$ cat config.mk
export PLATFORM = sky130hd
export DESIGN_NAME = acpd_ctrl
export DESIGN_NICKNAME = d
export VERILOG_FILES = /design/src/acpd_pkg.sv /design/src/acpd_ctrl.sv
export SDC_FILE = /design/constraint.sdc
export NUM_CORES = 1
export LEC_CHECK = 0
export ABC_AREA = 1
export BUFFER_PORTS_ARGS = -buffer_cell sky130_fd_sc_hd__buf_4
export CAP_MARGIN = 0
export CORE_MARGIN = 2
export CORE_UTILIZATION = 36
export DETAILED_ROUTE_END_ITERATION = 6
export PLACE_DENSITY_LB_ADDON = 0.3
export SETUP_SLACK_MARGIN = 0.4
export SYNTH_ARGS = -nofsm -noshare
export SYNTH_HDL_FRONTEND = slang
export SYNTH_SLANG_ARGS = --single-unit
$ cat constraint.sdc
create_clock -name clock -period 1.4 [get_ports clock]
set_clock_uncertainty 0.1 [all_clocks]
set_input_delay 0.21 -clock clock [delete_from_list [all_inputs] [get_ports clock]]
set_output_delay 0.21 -clock clock [all_outputs]
set_load 0.05 [all_outputs]
$ cat src/acpd_pkg.sv
// Package for the autocorrelation pitch detector.
// Holds field widths, register indexes and the controller/datapath link types.
// No dependencies.
`timescale 1ns / 1ps
`default_nettype none

package acpd_pkg;

   localparam int SAMPLE_W    = 16;
   localparam int SR_W        = 18;
   localparam int FREQ_W      = 15;
   localparam int LAG_W       = 18;
   localparam int PITCH_W     = 22;
   localparam int BEST_LAG_W  = 12;
   localparam int SCORE_W     = 16;
   localparam int Q15_SHIFT   = 15;
   localparam int PITCH_SHIFT = 4;
   localparam int CSR_IDX_W   = 2;
   localparam int CSR_DATA_W  = 18;

   localparam logic [SR_W-1:0]   SAMPLE_RATE_RESET = SR_W'(44100);
   localparam logic [FREQ_W-1:0] MIN_FREQ_RESET    = FREQ_W'(60);
   localparam logic [FREQ_W-1:0] MAX_FREQ_RESET    = FREQ_W'(500);

   localparam logic signed [SCORE_W-1:0] SCORE_MIN = {1'b1, {(SCORE_W-1){1'b0}}};
   localparam logic signed [SCORE_W-1:0] SCORE_MAX = {1'b0, {(SCORE_W-1){1'b1}}};

   localparam logic [CSR_IDX_W-1:0] CSR_SAMPLE_RATE = CSR_IDX_W'(0);
   localparam logic [CSR_IDX_W-1:0] CSR_MIN_FREQ    = CSR_IDX_W'(1);
   localparam logic [CSR_IDX_W-1:0] CSR_MAX_FREQ    = CSR_IDX_W'(2);

   typedef enum logic [1:0] {
      DIV_MIN_LAG,
      DIV_MAX_LAG,
      DIV_SCORE,
      DIV_PITCH
   } div_sel_type;

   typedef struct packed {
      logic        wr_sample;
      logic        div_start;
      div_sel_type div_sel;
      logic        cap_min;
      logic        cap_max;
      logic        lag_init;
      logic        mac_start;
      logic        mul_start;
      logic        sqrt_start;
      logic        score_upd;
      logic        lag_inc;
      logic        rsp_load;
   } acpd_cmd_type;

   typedef struct packed {
      logic div_done;
      logic mac_done;
      logic mul_done;
      logic sqrt_done;
      logic lag_over;
      logic energy_zero;
      logic root_zero;
      logic pitch_div;
   } acpd_status_type;

endpackage

`default_nettype wire

$ cat src/acpd_ctrl.sv
// Controller of the pitch detector: sequences frame load, lag search and result.
// Depends on acpd_pkg.
`timescale 1ns / 1ps
`default_nettype none

module acpd_ctrl
   import acpd_pkg::*;
(
   input  wire logic            clock,
   input  wire logic            reset,
   input  wire logic            req_valid,
   output logic                 req_ready,
   input  wire logic            req_last_sample,
   output logic                 rsp_valid,
   input  wire logic            rsp_ready,
   input  wire acpd_status_type status,
   output acpd_cmd_type         cmd
);

   typedef enum logic [3:0] {
      ST_IDLE,
      ST_DIV_MIN,
      ST_DIV_MAX,
      ST_LAG_INIT,
      ST_CHECK,
      ST_MAC,
      ST_MUL,
      ST_SQRT,
      ST_DIV_SCORE,
      ST_NEXT,
      ST_PITCH,
      ST_DIV_PITCH,
      ST_OUT
   } state_type;

   state_type state_ff;
   state_type state_in;
   logic      rsp_valid_ff;
   logic      accept;

   assign req_ready = (state_ff == ST_IDLE);
   assign accept    = req_valid && req_ready;
   assign rsp_valid = rsp_valid_ff;

   always_comb begin
      state_in = state_ff;
      cmd      = '0;
      cmd.div_sel = DIV_MIN_LAG;
      case (state_ff)
         ST_IDLE: begin
            cmd.wr_sample = accept;
            if (accept && req_last_sample) begin
               cmd.div_start = 1'b1;
               state_in      = ST_DIV_MIN;
            end
         end
         ST_DIV_MIN: begin
            if (status.div_done) begin
               cmd.cap_min   = 1'b1;
               cmd.div_start = 1'b1;
               cmd.div_sel   = DIV_MAX_LAG;
               state_in      = ST_DIV_MAX;
            end
         end
         ST_DIV_MAX: begin
            if (status.div_done) begin
               cmd.cap_max = 1'b1;
               state_in    = ST_LAG_INIT;
            end
         end
         ST_LAG_INIT: begin
            cmd.lag_init = 1'b1;
            state_in     = ST_CHECK;
         end
         ST_CHECK: begin
            if (status.lag_over) begin
               state_in = ST_PITCH;
            end else begin
               cmd.mac_start = 1'b1;
               state_in      = ST_MAC;
            end
         end
         ST_MAC: begin
            if (status.mac_done) begin
               if (status.energy_zero) begin
                  state_in = ST_NEXT;
               end else begin
                  cmd.mul_start = 1'b1;
                  state_in      = ST_MUL;
               end
            end
         end
         ST_MUL: begin
            if (status.mul_done) begin
               cmd.sqrt_start = 1'b1;
               state_in       = ST_SQRT;
            end
         end
         ST_SQRT: begin
            if (status.sqrt_done) begin
               if (status.root_zero) begin
                  state_in = ST_NEXT;
               end else begin
                  cmd.div_start = 1'b1;
                  cmd.div_sel   = DIV_SCORE;
                  state_in      = ST_DIV_SCORE;
               end
            end
         end
         ST_DIV_SCORE: begin
            cmd.div_sel = DIV_SCORE;
            if (status.div_done) begin
               cmd.score_upd = 1'b1;
               state_in      = ST_NEXT;
            end
         end
         ST_NEXT: begin
            cmd.lag_inc = 1'b1;
            state_in    = ST_CHECK;
         end
         ST_PITCH: begin
            if (status.pitch_div) begin
               cmd.div_start = 1'b1;
               cmd.div_sel   = DIV_PITCH;
               state_in      = ST_DIV_PITCH;
            end else begin
               state_in = ST_OUT;
            end
         end
         ST_DIV_PITCH: begin
            if (status.div_done) begin
               state_in = ST_OUT;
            end
         end
         ST_OUT: begin
            if (!rsp_valid_ff || rsp_ready) begin
               cmd.rsp_load = 1'b1;
               state_in     = ST_IDLE;
            end
         end
         default: begin
            state_in = ST_IDLE;
         end
      endcase
   end

   always_ff @(posedge clock) begin
      if (reset) begin
         state_ff     <= ST_IDLE;
         rsp_valid_ff <= 1'b0;
      end else begin
         state_ff <= state_in;
         if (cmd.rsp_load) begin
            rsp_valid_ff <= 1'b1;
         end else if (rsp_ready) begin
            rsp_valid_ff <= 1'b0;
         end
      end
   end

endmodule

`default_nettype wire

==> metrics <==
via count 1051; setup TNS -4.100 ns; Ports 28; max cap viols 0; Port-buffer cells 27; clock sinks 5; register area share after synthesis 15.97%; routed wl met2 1779 microns; GRT Util Overall 26.99%; # hold bufs at CTS 0; Post-Syn Area 626.9 sq um; Highest Signal Layer met4; HP Class input pin to flip-flop; minimum clock period 1.727 ns; top-count cell post-synth nand2_1; layout cells sized above 1 72.78%; CP startpoint kind flip-flop; run status complete, but fails checks; number of global-route vias before repair 937; met3 WL 196 microns; largest cells by area after synthesis dfxtp_1 (16%), nand2_1 (16%), nor2_1 (14%), inv_1 (8.4%), nand3_1 (7.2%); Final #Nets 194; # DRC 0; Synth top area share 15.97%; total grt overflow 0; PwrDens 1914 nW/um^2; Post-synth EDFFs 0; gp weighted congestion 0.8805; Area growth syn-to-layout 138.3%; Final period util 123.4%; Synth warnings 0; Total Routed Length 3278 microns; initial core utilization 37.11%; syn_nets 127; power after layout 2.860 mW; RSZ-0062 raised after global routing true; clock root cell clkbuf_4; commonest cells in the synthesized netlist nand2_1 (26), nor2_1 (23), inv_1 (14); Clock transition at path regs 0.04 ns; area leader, netlist dfxtp_1; Mapped Cells 114; Metal-1 WL 1161 microns; worst setup path start state_ff[1]; largest net degree at the start of global routing 9; cts bufs inserted 3; r2r startpoint state_ff[2]; hold wc startpoint reset; peak supply drop 1474 uV; fin. max-slew vios 0; DR iter-0 viols 23; remaining antenna violation count 0; Multi-input gate area 661.9 sq um; ys flop type dfxtp_1; CTS tree done; routed vias/inst 5.335; CP Class flip-flop to output pin; die area 2091 sq um; first-pass GRT wire length 4002 microns; DP HPWL 1684 microns; crit path DAT 1.42 ns; crit path max fanout 5; DRT Pass-1 Iters 4; maximum clock path buffer count 2; leakage power 0.7153 nW; ys async rst share 0%; sequential cell area 116.4 sq um; FP Rows 15; antenna cell count 0; H-tree levels 1; Cell variety after synth 21; setup ws final -0.3274 ns; # fillers 80; Yosys reg bits 5; Final Hold Fails 0; DIE HEIGHT 45.73 microns; Core ar. 1689 sq um; Peak Freq 578.9 MHz; relative slew slack 77.63%; failing checks setup timing; DR WL/cell 16.64 microns; critical path data required time 1.09 ns; Worst-Margin Slew 0.3352 ns; Crit. End Element output pin; initial antenna violation count 0; Die W 45.73 microns; final-report setup violation count 18; Syn Area/Cell 5.499 sq um; Skew-Pair Late Insertion Delay 0.24 ns
==> cell usage in the layout, fill, tap and decap left out, types with 2 or more instances in the layout <==
master,instances
nand3_4,2
nor2_4,16
inv_4,3
nor2_1,9
nor3_4,2
inv_2,5
dfxtp_4,4
nand2_1,12
a21oi_1,4
buf_8,9
nand3_2,3
nor2_2,7
nand3b_1,2
nand2_2,15
buf_4,41
nand3_1,6
clkbuf_4,3
buf_6,12
inv_1,11
==> power breakdown <==
part           switching [mW]  leakage (nW)  internal, mW  total [mW]
Sequential             0.0941        0.0442         0.210       0.305
Clock                  0.0561        0.0150         0.108       0.164
Combinational            1.36         0.656          1.04        2.39
Total                    1.51         0.715          1.35        2.86
==> area by class of cell <==
type,instances,share of cell area [%]
Tap cell,17,1.424
Sequential cell,5,7.789
Clock buffer,4,1.759
Inverter,21,6.030
Multi-Input combinational cell,88,44.30
Timing Repair Buffer,62,38.69
==> flip-flops by register name (all words and copies together) (netlist names) <==
signal     count
state_ff       4
rsp_valid      1
==> cells by family (layout without fill, tap and decap cells) <==
| family | count (synthesis) | after routing | share of synthesized area, % |
|---|---|---|---|
| AOI/OAI and AO/OA | 9 | 9 | 8.780 |
| buffers and inverters | 21 | 87 | 12.57 |
| DFF | 5 | 5 | 15.97 |
| and+or+nand+nor | 79 | 79 | 62.67 |
==> per-stage QoR <==
step	std cells	hold slack (ns)	worst slack, ns	area, sq um	util (%)
2_1_floorplan	114	0.1750	-0.2700	769.5	-
3_3_place_gp	177	0.2825	-0.08948	1136	67.26
3_5_place_dp	177	0.2884	-0.1262	1136	67.26
4_1_cts	192	0.03213	-0.2569	1353	80.07
5_1_grt	197	0.03950	-0.3759	1494	88.44
6_report	197	0.03482	-0.3274	1494	88.44
==> layer usage <==
metal,vias up,global-route usage [%]
met5,-,0
met4,0,14.86
met3,17,3.175
met2,63,48.45
met1,483,30.46
li1,488,-
==> path summary, 6_finish.rpt <==
check,endpoint,slack (ns),depth (start not counted)
setup / recovery,cmd[11],-0.33,8
hold / removal,rsp_valid,0.03,2
setup reg to reg,state_ff[3],-0.21,10
hold reg to reg,state_ff[0],0.61,5
==> worst max-delay path, cell delays in order, from the launching register on <==
cell	delay, ns
dfxtp_4	0.36
inv_2	0.09
nand2_2	0.10
nor2_4	0.14
inv_2	0.06
o21ai_4	0.15
a21oi_2	0.07
nand2_4	0.08
buf_8	0.14
==> timing repair <==
action,CTS,global route
gates cloned,0,0
pin swaps,14,10
endpoints found under the hold margin,0,0
setup endpoints to repair,20,20
gates resized for setup,31,28
setup buffers,11,5
(Power assumes the default switching activity.)
